### src/rtl/basic_statement_executor_unit_defines.svh
// Assertion macros shared by the statement executor RTL.
// Each file that asserts includes this header; it needs clk and rst_n in scope.
`ifndef BASIC_STATEMENT_EXECUTOR_UNIT_DEFINES_SVH
`define BASIC_STATEMENT_EXECUTOR_UNIT_DEFINES_SVH

// Check a property on every clock edge outside of reset
`define BSE_ASSERT(name, prop, msg) \
    name: assert property (@(posedge clk) disable iff (!rst_n) prop) \
        else $error(msg);

// Check a property on every clock edge, reset included
`define BSE_ASSERT_ALWAYS(name, prop, msg) \
    name: assert property (@(posedge clk) prop) \
        else $error(msg);

`endif

### src/rtl/bse_pkg.sv
// Shared types and constants of the tiny BASIC statement executor.
// Used by bse_alu and basic_statement_executor_unit; no dependencies.
`default_nettype none

package bse_pkg;

    // Data path and program sizes
    localparam int DATA_W        = 32;
    localparam int COUNT_W       = $clog2(DATA_W);
    localparam int VAR_COUNT     = 26;
    localparam int VAR_IDX_W     = 5;
    localparam int LINE_W        = 11;
    localparam int JUMP_W        = 10;
    localparam int PROGRAM_DEPTH = 1024;
    localparam int OP_W          = 3;
    localparam int MODE_W        = 2;

    // Input tdata layout, lowest field first
    localparam int IN_DEST_LSB  = 0;
    localparam int IN_AVAR_BIT  = IN_DEST_LSB + VAR_IDX_W;
    localparam int IN_AVAL_LSB  = IN_AVAR_BIT + 1;
    localparam int IN_BVAR_BIT  = IN_AVAL_LSB + DATA_W;
    localparam int IN_BVAL_LSB  = IN_BVAR_BIT + 1;
    localparam int IN_OP_LSB    = IN_BVAL_LSB + DATA_W;
    localparam int IN_JUMP_LSB  = IN_OP_LSB + OP_W;
    localparam int IN_NL_BIT    = IN_JUMP_LSB + JUMP_W;
    localparam int IN_USED_W    = IN_NL_BIT + 1;
    localparam int IN_TDATA_W   = ((IN_USED_W + 7) / 8) * 8;
    localparam int IN_TUSER_W   = MODE_W;

    // Output tdata layout, lowest field first
    localparam int OUT_USED_W   = LINE_W + 1 + DATA_W + 1 + 1;
    localparam int OUT_TDATA_W  = ((OUT_USED_W + 7) / 8) * 8;

    // Statement kinds
    typedef enum logic [MODE_W-1:0] {
        MODE_ASSIGN     = 2'd0,
        MODE_JUMP       = 2'd1,
        MODE_PRINT_VAR  = 2'd2,
        MODE_PRINT_TEXT = 2'd3
    } mode_t;

    // Assignment operations
    localparam logic [OP_W-1:0] OP_COPY = 3'd0;
    localparam logic [OP_W-1:0] OP_ADD  = 3'd1;
    localparam logic [OP_W-1:0] OP_SUB  = 3'd2;
    localparam logic [OP_W-1:0] OP_MUL  = 3'd3;
    localparam logic [OP_W-1:0] OP_DIV  = 3'd4;

    // Jump relations
    localparam logic [OP_W-1:0] REL_EQ = 3'd0;
    localparam logic [OP_W-1:0] REL_GT = 3'd1;
    localparam logic [OP_W-1:0] REL_LT = 3'd2;
    localparam logic [OP_W-1:0] REL_NE = 3'd3;
    localparam logic [OP_W-1:0] REL_LE = 3'd4;
    localparam logic [OP_W-1:0] REL_GE = 3'd5;

    // Shared arithmetic unit commands
    typedef enum logic [2:0] {
        ALU_ADD = 3'd0,
        ALU_SUB = 3'd1,
        ALU_CMP = 3'd2,
        ALU_MUL = 3'd3,
        ALU_DIV = 3'd4
    } alu_op_t;

    typedef struct packed {
        logic    start;
        alu_op_t op;
    } alu_req_t;

    typedef struct packed {
        logic              done;
        logic [DATA_W-1:0] result;
        logic              lt;
        logic              eq;
    } alu_rsp_t;

    // Saturate a line index at the end of the program
    function automatic logic [LINE_W-1:0] clamp_line(input logic [LINE_W-1:0] line);
        logic [LINE_W-1:0] limit;
        limit = LINE_W'(PROGRAM_DEPTH);
        return (line > limit) ? limit : line;
    endfunction

endpackage

`default_nettype wire

### src/rtl/bse_alu.sv
// Shared arithmetic unit: one 33-bit adder serves add, subtract, compare,
// shift-add multiply and restoring divide. Depends on bse_pkg.
`default_nettype none
`include "basic_statement_executor_unit_defines.svh"

module bse_alu (
    input  logic                           clk,
    input  logic                           rst_n,
    input  bse_pkg::alu_req_t              req,
    input  logic [bse_pkg::DATA_W-1:0]     a,
    input  logic [bse_pkg::DATA_W-1:0]     b,
    output bse_pkg::alu_rsp_t              rsp
);
    import bse_pkg::*;

    typedef enum logic [4:0] {
        A_IDLE = 5'b00001,
        A_MUL  = 5'b00010,
        A_DIV  = 5'b00100,
        A_FIN  = 5'b01000,
        A_DONE = 5'b10000
    } alu_state_t;

    alu_state_t          state_reg, state_next;
    logic [DATA_W-1:0]   acc_reg;     // product accumulator or partial remainder
    logic [DATA_W-1:0]   opd_reg;     // multiplicand or divisor magnitude
    logic [DATA_W-1:0]   shf_reg;     // multiplier bits or dividend/quotient
    logic [COUNT_W-1:0]  count_reg;
    logic                neg_reg;
    logic                is_div_reg;
    logic [DATA_W-1:0]   result_reg;
    logic                lt_reg;
    logic                eq_reg;

    logic [DATA_W:0]     add_x;
    logic [DATA_W:0]     add_y;
    logic                add_sub;
    logic [DATA_W+1:0]   add_sum;
    logic                div_geq;
    logic [DATA_W-1:0]   a_mag;
    logic [DATA_W-1:0]   b_mag;
    logic                last_step;

    // Route operands to the shared adder
    always_comb
    begin
        add_x   = {a[DATA_W-1], a};
        add_y   = {b[DATA_W-1], b};
        add_sub = (req.op != ALU_ADD);
        unique case (state_reg)
            A_MUL:
            begin
                add_x   = {1'b0, acc_reg};
                add_y   = {1'b0, opd_reg};
                add_sub = 1'b0;
            end
            A_DIV:
            begin
                add_x   = {acc_reg, shf_reg[DATA_W-1]};
                add_y   = {1'b0, opd_reg};
                add_sub = 1'b1;
            end
            default:
            begin
            end
        endcase
        add_sum = {1'b0, add_x} + {1'b0, (add_sub ? ~add_y : add_y)}
                + {{(DATA_W+1){1'b0}}, add_sub};
    end

    // Carry out of the trial subtract means the divisor fits
    assign div_geq   = add_sum[DATA_W+1];
    assign a_mag     = a[DATA_W-1] ? (~a + {{(DATA_W-1){1'b0}}, 1'b1}) : a;
    assign b_mag     = b[DATA_W-1] ? (~b + {{(DATA_W-1){1'b0}}, 1'b1}) : b;
    assign last_step = (count_reg == {COUNT_W{1'b1}});

    // Sequence the iterations
    always_comb
    begin
        state_next = state_reg;
        unique case (state_reg)
            A_IDLE:
            begin
                if (req.start)
                begin
                    unique case (req.op)
                        ALU_MUL: state_next = A_MUL;
                        ALU_DIV: state_next = A_DIV;
                        default: state_next = A_DONE;
                    endcase
                end
            end
            A_MUL:   state_next = last_step ? A_FIN : A_MUL;
            A_DIV:   state_next = last_step ? A_FIN : A_DIV;
            A_FIN:   state_next = A_DONE;
            A_DONE:  state_next = A_IDLE;
            default: state_next = A_IDLE;
        endcase
    end

    always_ff @(posedge clk or negedge rst_n)
    begin
        if (!rst_n)
        begin
            state_reg <= A_IDLE;
        end
        else
        begin
            state_reg <= state_next;
        end
    end

    // Datapath registers
    always_ff @(posedge clk)
    begin
        unique case (state_reg)
            A_IDLE:
            begin
                count_reg <= '0;
                acc_reg   <= '0;
                if (req.start)
                begin
                    unique case (req.op)
                        ALU_MUL:
                        begin
                            opd_reg    <= a;
                            shf_reg    <= b;
                            is_div_reg <= 1'b0;
                        end
                        ALU_DIV:
                        begin
                            opd_reg    <= b_mag;
                            shf_reg    <= a_mag;
                            neg_reg    <= a[DATA_W-1] ^ b[DATA_W-1];
                            is_div_reg <= 1'b1;
                        end
                        default:
                        begin
                            result_reg <= add_sum[DATA_W-1:0];
                            lt_reg     <= add_sum[DATA_W];
                            eq_reg     <= (add_sum[DATA_W:0] == '0);
                        end
                    endcase
                end
            end
            A_MUL:
            begin
                if (shf_reg[0])
                begin
                    acc_reg <= add_sum[DATA_W-1:0];
                end
                opd_reg   <= {opd_reg[DATA_W-2:0], 1'b0};
                shf_reg   <= {1'b0, shf_reg[DATA_W-1:1]};
                count_reg <= count_reg + 1'b1;
            end
            A_DIV:
            begin
                acc_reg   <= div_geq ? add_sum[DATA_W-1:0] : add_x[DATA_W-1:0];
                shf_reg   <= {shf_reg[DATA_W-2:0], div_geq};
                count_reg <= count_reg + 1'b1;
            end
            A_FIN:
            begin
                if (is_div_reg)
                begin
                    result_reg <= neg_reg ? (~shf_reg + {{(DATA_W-1){1'b0}}, 1'b1})
                                          : shf_reg;
                end
                else
                begin
                    result_reg <= acc_reg;
                end
            end
            default:
            begin
            end
        endcase
    end

    assign rsp.done   = (state_reg == A_DONE);
    assign rsp.result = result_reg;
    assign rsp.lt     = lt_reg;
    assign rsp.eq     = eq_reg;

    `BSE_ASSERT(a_alu_start_idle, req.start |-> state_reg == A_IDLE, "start while busy")
    `BSE_ASSERT(a_alu_div_nonzero, state_reg == A_DIV |-> opd_reg != '0, "divide by zero")
    `BSE_ASSERT(a_alu_done_pulse, rsp.done |=> !rsp.done, "done held past one cycle")

endmodule

`default_nettype wire

### src/rtl/basic_statement_executor_unit.sv
// Top level of the tiny BASIC statement executor: stream ports, variable store,
// sequencer. Depends on bse_pkg, bse_alu and the assertion macro header.
`default_nettype none
`include "basic_statement_executor_unit_defines.svh"

// Executes one decoded statement per input transfer and returns one result
// transfer. An item runs through operand reads from the 26-entry variable
// store (one read per cycle), then the shared arithmetic unit where it is
// needed. Copy, print, unsupported operations and a division by zero skip
// the unit; add, subtract and compare use the adder once; multiply and
// divide run the 32 single-bit steps of the shared adder. Input is taken
// again the cycle after the result enters the output register, so the next
// item can start while the previous result still waits for the sink. The
// variable store clears at once on reset through per-entry valid bits; no
// clearing pass is needed. The line counter starts at zero and saturates at
// the program depth.
module basic_statement_executor_unit (
    input  logic                               clk,
    input  logic                               rst_n,
    input  logic                               s_axis_tvalid,
    output logic                               s_axis_tready,
    // dest_var, first_is_var, first_value, second_is_var, second_value,
    // operation, jump_index, newline, zero fill
    input  logic [bse_pkg::IN_TDATA_W-1:0]     s_axis_tdata,
    // mode
    input  logic [bse_pkg::IN_TUSER_W-1:0]     s_axis_tuser,
    output logic                               m_axis_tvalid,
    input  logic                               m_axis_tready,
    // next_line, print_valid, print_value, print_newline, divide_fault, zero fill
    output logic [bse_pkg::OUT_TDATA_W-1:0]    m_axis_tdata
);
    import bse_pkg::*;

    typedef enum logic [5:0] {
        S_IDLE = 6'b000001,
        S_RDA  = 6'b000010,
        S_RDB  = 6'b000100,
        S_EXEC = 6'b001000,
        S_WAIT = 6'b010000,
        S_DONE = 6'b100000
    } exec_state_t;

    exec_state_t            state_reg, state_next;

    // Captured statement
    mode_t                  mode_reg;
    logic [VAR_IDX_W-1:0]   dest_reg;
    logic                   a_is_var_reg;
    logic [DATA_W-1:0]      a_val_reg;
    logic                   b_is_var_reg;
    logic [DATA_W-1:0]      b_val_reg;
    logic [OP_W-1:0]        oper_reg;
    logic [JUMP_W-1:0]      jump_reg;
    logic                   nl_reg;

    // Variable store
    logic [DATA_W-1:0]      var_mem [VAR_COUNT];
    logic [VAR_COUNT-1:0]   var_valid_reg;
    logic [DATA_W-1:0]      rd_idx;
    logic                   rd_in_range;
    logic [VAR_IDX_W-1:0]   rd_addr;
    logic [DATA_W-1:0]      rd_data_reg;
    logic                   rd_hit_reg;
    logic [DATA_W-1:0]      rd_value;

    // Operands and results
    logic [DATA_W-1:0]      a_opnd_reg;
    logic [DATA_W-1:0]      b_opnd;
    logic                   dest_ok;
    logic                   wr_pend_reg;
    logic [DATA_W-1:0]      wr_val_reg;
    logic                   taken_reg;
    logic                   pvalid_reg;
    logic [DATA_W-1:0]      pvalue_reg;
    logic                   fault_reg;
    logic [LINE_W-1:0]      cur_line_reg;
    logic [LINE_W-1:0]      next_line;
    logic                   print_nl;
    logic                   rel_true;

    // Output register
    logic                   m_valid_reg;
    logic [OUT_TDATA_W-1:0] m_data_reg;

    // Arithmetic unit handshake
    alu_req_t               alu_req;
    alu_rsp_t               alu_rsp;

    logic                   in_fire;
    logic                   done_fire;

    assign s_axis_tready = (state_reg == S_IDLE);
    assign in_fire       = s_axis_tvalid && s_axis_tready;
    assign done_fire     = (state_reg == S_DONE) && (!m_valid_reg || m_axis_tready);
    assign m_axis_tvalid = m_valid_reg;
    assign m_axis_tdata  = m_data_reg;
    assign dest_ok       = ({{(DATA_W-VAR_IDX_W){1'b0}}, dest_reg} < DATA_W'(VAR_COUNT));

    // Pick the store address: first operand (or print target), then second
    always_comb
    begin
        rd_idx = b_val_reg;
        if (state_reg == S_RDA)
        begin
            rd_idx = (mode_reg == MODE_PRINT_VAR)
                   ? {{(DATA_W-VAR_IDX_W){1'b0}}, dest_reg} : a_val_reg;
        end
        rd_in_range = (rd_idx < DATA_W'(VAR_COUNT));
        rd_addr     = rd_in_range ? rd_idx[VAR_IDX_W-1:0] : '0;
    end

    // Store write and registered read
    always_ff @(posedge clk)
    begin
        if (done_fire && wr_pend_reg)
        begin
            var_mem[dest_reg] <= wr_val_reg;
        end
        rd_data_reg <= var_mem[rd_addr];
        rd_hit_reg  <= rd_in_range && var_valid_reg[rd_addr];
    end

    // Entries never written read as zero
    assign rd_value = rd_hit_reg ? rd_data_reg : '0;
    assign b_opnd   = b_is_var_reg ? rd_value : b_val_reg;

    // Build the arithmetic unit request
    always_comb
    begin
        alu_req.start = 1'b0;
        alu_req.op    = ALU_CMP;
        if (state_reg == S_EXEC)
        begin
            unique case (mode_reg)
                MODE_ASSIGN:
                begin
                    unique case (oper_reg)
                        OP_ADD:
                        begin
                            alu_req.start = 1'b1;
                            alu_req.op    = ALU_ADD;
                        end
                        OP_SUB:
                        begin
                            alu_req.start = 1'b1;
                            alu_req.op    = ALU_SUB;
                        end
                        OP_MUL:
                        begin
                            alu_req.start = 1'b1;
                            alu_req.op    = ALU_MUL;
                        end
                        OP_DIV:
                        begin
                            alu_req.start = (b_opnd != '0);
                            alu_req.op    = ALU_DIV;
                        end
                        default:
                        begin
                        end
                    endcase
                end
                MODE_JUMP:
                begin
                    alu_req.start = (oper_reg <= REL_GE);
                    alu_req.op    = ALU_CMP;
                end
                default:
                begin
                end
            endcase
        end
    end

    bse_alu u_alu (
        .clk    (clk),
        .rst_n  (rst_n),
        .req    (alu_req),
        .a      (a_opnd_reg),
        .b      (b_opnd),
        .rsp    (alu_rsp)
    );

    // Evaluate the jump relation from the compare flags
    always_comb
    begin
        unique case (oper_reg)
            REL_EQ:  rel_true = alu_rsp.eq;
            REL_GT:  rel_true = !alu_rsp.lt && !alu_rsp.eq;
            REL_LT:  rel_true = alu_rsp.lt;
            REL_NE:  rel_true = !alu_rsp.eq;
            REL_LE:  rel_true = alu_rsp.lt || alu_rsp.eq;
            REL_GE:  rel_true = !alu_rsp.lt;
            default: rel_true = 1'b0;
        endcase
    end

    // Next line: jump target or advance, both saturated
    assign next_line = taken_reg ? clamp_line({1'b0, jump_reg})
                                 : clamp_line(cur_line_reg + 1'b1);
    assign print_nl  = ((mode_reg == MODE_PRINT_VAR) || (mode_reg == MODE_PRINT_TEXT))
                     && nl_reg;

    // Sequencer
    always_comb
    begin
        state_next = state_reg;
        unique case (state_reg)
            S_IDLE:  state_next = in_fire ? S_RDA : S_IDLE;
            S_RDA:   state_next = S_RDB;
            S_RDB:   state_next = S_EXEC;
            S_EXEC:  state_next = alu_req.start ? S_WAIT : S_DONE;
            S_WAIT:  state_next = alu_rsp.done ? S_DONE : S_WAIT;
            S_DONE:  state_next = done_fire ? S_IDLE : S_DONE;
            default: state_next = S_IDLE;
        endcase
    end

    // Control state
    always_ff @(posedge clk or negedge rst_n)
    begin
        if (!rst_n)
        begin
            state_reg     <= S_IDLE;
            m_valid_reg   <= 1'b0;
            cur_line_reg  <= '0;
            var_valid_reg <= '0;
            wr_pend_reg   <= 1'b0;
            taken_reg     <= 1'b0;
            pvalid_reg    <= 1'b0;
            fault_reg     <= 1'b0;
        end
        else
        begin
            state_reg <= state_next;

            // Settle outcome of statements that skip the arithmetic unit
            if (state_reg == S_EXEC)
            begin
                wr_pend_reg <= (mode_reg == MODE_ASSIGN) && (oper_reg == OP_COPY) && dest_ok;
                taken_reg   <= 1'b0;
                pvalid_reg  <= (mode_reg == MODE_PRINT_VAR);
                fault_reg   <= (mode_reg == MODE_ASSIGN) && (oper_reg == OP_DIV)
                             && (b_opnd == '0);
            end

            // Take the arithmetic result
            if ((state_reg == S_WAIT) && alu_rsp.done)
            begin
                wr_pend_reg <= (mode_reg == MODE_ASSIGN) && dest_ok;
                taken_reg   <= (mode_reg == MODE_JUMP) && rel_true;
            end

            // Retire: commit the write, advance the line, fill the output register
            if (done_fire)
            begin
                m_valid_reg  <= 1'b1;
                cur_line_reg <= next_line;
                wr_pend_reg  <= 1'b0;
                if (wr_pend_reg)
                begin
                    var_valid_reg[dest_reg] <= 1'b1;
                end
            end
            else if (m_axis_tready)
            begin
                m_valid_reg <= 1'b0;
            end
        end
    end

    // Payload registers
    always_ff @(posedge clk)
    begin
        if (in_fire)
        begin
            mode_reg     <= mode_t'(s_axis_tuser[MODE_W-1:0]);
            dest_reg     <= s_axis_tdata[IN_DEST_LSB +: VAR_IDX_W];
            a_is_var_reg <= s_axis_tdata[IN_AVAR_BIT];
            a_val_reg    <= s_axis_tdata[IN_AVAL_LSB +: DATA_W];
            b_is_var_reg <= s_axis_tdata[IN_BVAR_BIT];
            b_val_reg    <= s_axis_tdata[IN_BVAL_LSB +: DATA_W];
            oper_reg     <= s_axis_tdata[IN_OP_LSB +: OP_W];
            jump_reg     <= s_axis_tdata[IN_JUMP_LSB +: JUMP_W];
            nl_reg       <= s_axis_tdata[IN_NL_BIT];
        end
        if (state_reg == S_RDB)
        begin
            a_opnd_reg <= ((mode_reg == MODE_PRINT_VAR) || a_is_var_reg)
                        ? rd_value : a_val_reg;
        end
        if (state_reg == S_EXEC)
        begin
            wr_val_reg <= a_opnd_reg;
            pvalue_reg <= (mode_reg == MODE_PRINT_VAR) ? a_opnd_reg : '0;
        end
        if ((state_reg == S_WAIT) && alu_rsp.done)
        begin
            wr_val_reg <= alu_rsp.result;
        end
        if (done_fire)
        begin
            m_data_reg <= {{(OUT_TDATA_W-OUT_USED_W){1'b0}}, fault_reg, print_nl,
                           pvalue_reg, pvalid_reg, next_line};
        end
    end

    `BSE_ASSERT(a_alu_done_in_wait, alu_rsp.done |-> state_reg == S_WAIT, "stray unit result")
    `BSE_ASSERT_ALWAYS(a_line_bound, !rst_n || (cur_line_reg <= LINE_W'(PROGRAM_DEPTH)), "line past end")
    `BSE_ASSERT(a_write_legal, (done_fire && wr_pend_reg) |-> (dest_ok && !fault_reg),
        "illegal variable write")

endmodule

`default_nettype wire
### config.mk
export PLATFORM = sky130hd
export DESIGN_NAME = basic_statement_executor_unit
export DESIGN_NICKNAME = d
export VERILOG_FILES = /design/src/rtl/bse_pkg.sv /design/src/rtl/bse_alu.sv /design/src/rtl/basic_statement_executor_unit.sv
export VERILOG_INCLUDE_DIRS = /design/src /design/src/rtl
export SDC_FILE = /design/constraint.sdc
export NUM_CORES = 2
export LEC_CHECK = 0
export BUFFER_PORTS_ARGS = -buffer_cell sky130_fd_sc_hd__buf_2
export CORE_UTILIZATION = 60
export DETAILED_ROUTE_END_ITERATION = 6
export PLACE_DENSITY = 0.77
export SETUP_SLACK_MARGIN = 0.15
export SLEW_MARGIN = 5
export SYNTH_ARGS = -nofsm -noshare
export SYNTH_HDL_FRONTEND = slang
export SYNTH_HIERARCHICAL = 1
export SYNTH_SLANG_ARGS = --single-unit
export TNS_END_PERCENT = 50
### constraint.sdc
create_clock -name clk -period 7.7 [get_ports clk]
set_input_delay 0.77 -clock clk [delete_from_list [all_inputs] [get_ports clk]]
set_output_delay 0.77 -clock clk [all_outputs]
set_load 0.05 [all_outputs]
==> flow_metrics.env <==
export IMPL_vias=41722
export IMPL_synth_cell_type_count=109
export IMPL_critical_path_startpoint_type="flip-flop"
export IMPL_synth_ff_type="edfxtp_1"
export IMPL_remaining_drc_errors=5
export IMPL_r2r_slack_ns=0.84
export IMPL_grt_first_pass_wirelength_um=263000
export IMPL_drive_above_1_share_pct=13.1
export IMPL_skew_ns=0.0589
export IMPL_cellPowerDensity_nw_per_um2=273
export IMPL_drt_iter0_markers=6550
export IMPL_rsz0062_at_grt="false"
export IMPL_grt_pass1_vias=39541
export IMPL_max_cap_viol_count=0
export IMPL_fin_ws_ns=0.844
export IMPL_final_cell_mix="edfxtp_1, nand2_1, o21ai_0"
export IMPL_cts_setup_buffers=0
export IMPL_syn_avg_cell_area_sq_um=12.4
export IMPL_drt_total_wl_um=183000
export IMPL_regMostFlops="var_mem"
export IMPL_crit_type="reg -> reg"
export IMPL_cts_sinks=1284
export IMPL_period_share_pct=89.0
export IMPL_arrival_ns=7.39
export IMPL_io_buffers=138
export IMPL_fillCellCount=6603
export IMPL_yosys_area_top_type_share_pct=62.6
export IMPL_ios=144
export IMPL_dieArea_sq_um=97000
export IMPL_worst_skew_pair_late_latency_ns=0.76
export IMPL_area_growth_pct=11.0
export IMPL_setup_viol=0
export IMPL_fmax_mhz=146
export IMPL_worstPathRequired_ns=8.24
export IMPL_grt_use_total_pct=37.2
export IMPL_fp_row_count=113
export IMPL_violations="DRC"
export IMPL_hold_viol=0
export IMPL_drt_first_pass_iters=7
export IMPL_synth_seq_cells=1284
export IMPL_gp_congestion=0.958
export IMPL_synth_edff_count=1198
export IMPL_synth_top_area_cell="edfxtp_1"
export IMPL_clockBufferDepth=3
export IMPL_max_vdd_ir_drop_uv=302
export IMPL_maxSlewHeadroom_pct=11.2
export IMPL_coreArea_sq_um=94900
export IMPL_final_common_cell="edfxtp_1"
export IMPL_crit_fanout=18
export IMPL_synthTopCellsByArea="edfxtp_1, nand2_1, o21ai_0"
export IMPL_setup_tns_ns=0
export IMPL_cts_max_level=3
export IMPL_tightest_slew_ns=1.33
export IMPL_status="complete, but fails checks"
export IMPL_routed_via_density=6.85
export IMPL_cts_repair_resized=0
export IMPL_grt_max_degree=84
export IMPL_synthCells=4623
export IMPL_ys_warn_count=6
export IMPL_cts_made_buffers=118
export IMPL_die_x_um=311
export IMPL_pre_cts_slack_ns=1.03
export IMPL_route_detailed_wl_per_inst_um=30.0
export IMPL_final_nets=4853
export IMPL_antenna_found_initial=11
export IMPL_synthesis_area_sq_um=57500
export IMPL_slew_violations=0
export IMPL_critPathCaptureType="flip-flop"
export IMPL_grt_ovfl_total=0
export IMPL_postRouteAntennaNets=0
export IMPL_dp_hpwl_um=115000
export IMPL_worstHoldPathType="in -> reg"
export IMPL_die_h_um=311
export IMPL_async_flop_share_pct=4.13
export IMPL_p_leak_nw=22.3
export IMPL_start_util_pct=60.6
export IMPL_clk_pin_slew_worst_paths_ns=0.07
export IMPL_fin_crit_ns=6.86
export IMPL_largest_reg_flops=832
export IMPL_synth_seq_area_share_pct=66.1
export IMPL_root_buffer="clkbuf_16"
export IMPL_cts_tree="done"
export IMPL_holdBufCountCts=0
## layer usage
metal / routed length [um] / GRT usage (%) / vias to the layer above
li1: - / - / 17829
met1: 63600 / 47.3 / 20147
met2: 83300 / 57.8 / 3046
met3: 22200 / 8.10 / 698
met4: 13900 / 24.9 / 2
met5: 14 / 0 / -
## cells in the mapped netlist (all sizes together) (59+ instances only)
| master | number |
|---|---|
| a21oi | 252 |
| a221oi | 66 |
| nor2 | 286 |
| o22ai | 103 |
| o221ai | 64 |
| inv | 66 |
| clkbuf | 201 |
| nand3 | 121 |
| nand2 | 644 |
| edfxtp | 1198 |
| mux2i | 128 |
| o21ai | 345 |
| a31oi | 59 |
| xor2 | 96 |
| buf | 105 |
## metrics by stage
step                hold WS, ns  utilization [%]  std cells  power, mW  cell area (sq um)
floorplan                 0.400                -       4624       10.2              57500
detailed placement        0.405             63.1       5865       11.5              59900
global placement          0.402             63.1       5865       11.5              59900
global route              0.189             67.2       6082       17.8              63700
finish                    0.206             67.2       6090       17.4              63800
CTS                       0.183             67.2       6081       17.3              63700
## area by class of cell
class	count	area (sq um)	area share, %
antenna	9	22.5	0.0353
clock buffer	142	3080	4.83
clock inverter	74	756	1.19
inverter	67	251	0.394
multi-input combinational	2967	18300	28.7
sequential	1284	38000	59.5
tap	1265	1580	2.48
timing repair buffer	282	1810	2.84
## power by group
part / leakage, nW / switching (mW) / internal [mW]
sequential: 11.9 / 0.253 / 7.84
clock: 1.87 / 2.65 / 3.20
combinational: 8.52 / 2.44 / 0.992
total: 22.3 / 5.35 / 12.0
## critical path: stages (launching register included)
cell	delay [ns]
dfrtp_1	0.45
nor2_1	0.16
buf_4	0.18
nand3b_1	0.10
or3_1	0.49
nor3_1	0.36
nand3_1	0.14
inv_1	0.13
nor3_1	0.06
buf_4	0.18
o21ai_4	0.62
buf_4	0.39
xnor2_1	0.13
ha_1	0.41
a21o_1	0.23
o21bai_1	0.24
or3_1	0.39
o21ai_0	0.37
a2111oi_0	0.15
nor3_1	0.60
nand2_1	0.10
a221oi_1	0.35
nand4_1	0.16
nor4_2	0.23
## cells by family (layout without fill, tap and decap cells)
group,count (synthesis),count (layout),synth area share (%)
DFF,1284,1284,66.1
AOI/OAI and AO/OA,1224,1224,14.0
adders and majority gates,39,39,0.862
xor gates and xnor gates,152,152,2.32
and+or+nand+nor,1377,1377,10.9
muxes,173,173,3.14
other,1,11,0.00653
buffers and inverters,373,565,2.72
## worst paths after layout
kind	depth (start not counted)	startpoint	to
setup / recovery	23	state_reg[4]$_DFF_PN0_	u_alu/eq_reg$_DFFE_PP_
hold / removal	1	s_axis_tdata[79]	jump_reg[5]$_DFFE_PP_
setup reg to reg	23	state_reg[4]$_DFF_PN0_	u_alu/eq_reg$_DFFE_PP_
hold reg to reg	0	pvalue_reg[30]$_SDFFCE_PN0P_	m_axis_tdata[42]$_DFFE_PP_
max in group asynchronous	2	rst_n	u_alu/state_reg[1]$_DFFE_PN0N_
min in group asynchronous	2	rst_n	var_valid_reg[10]$_DFFE_PN0P_
(Power assumes the default switching activity.)
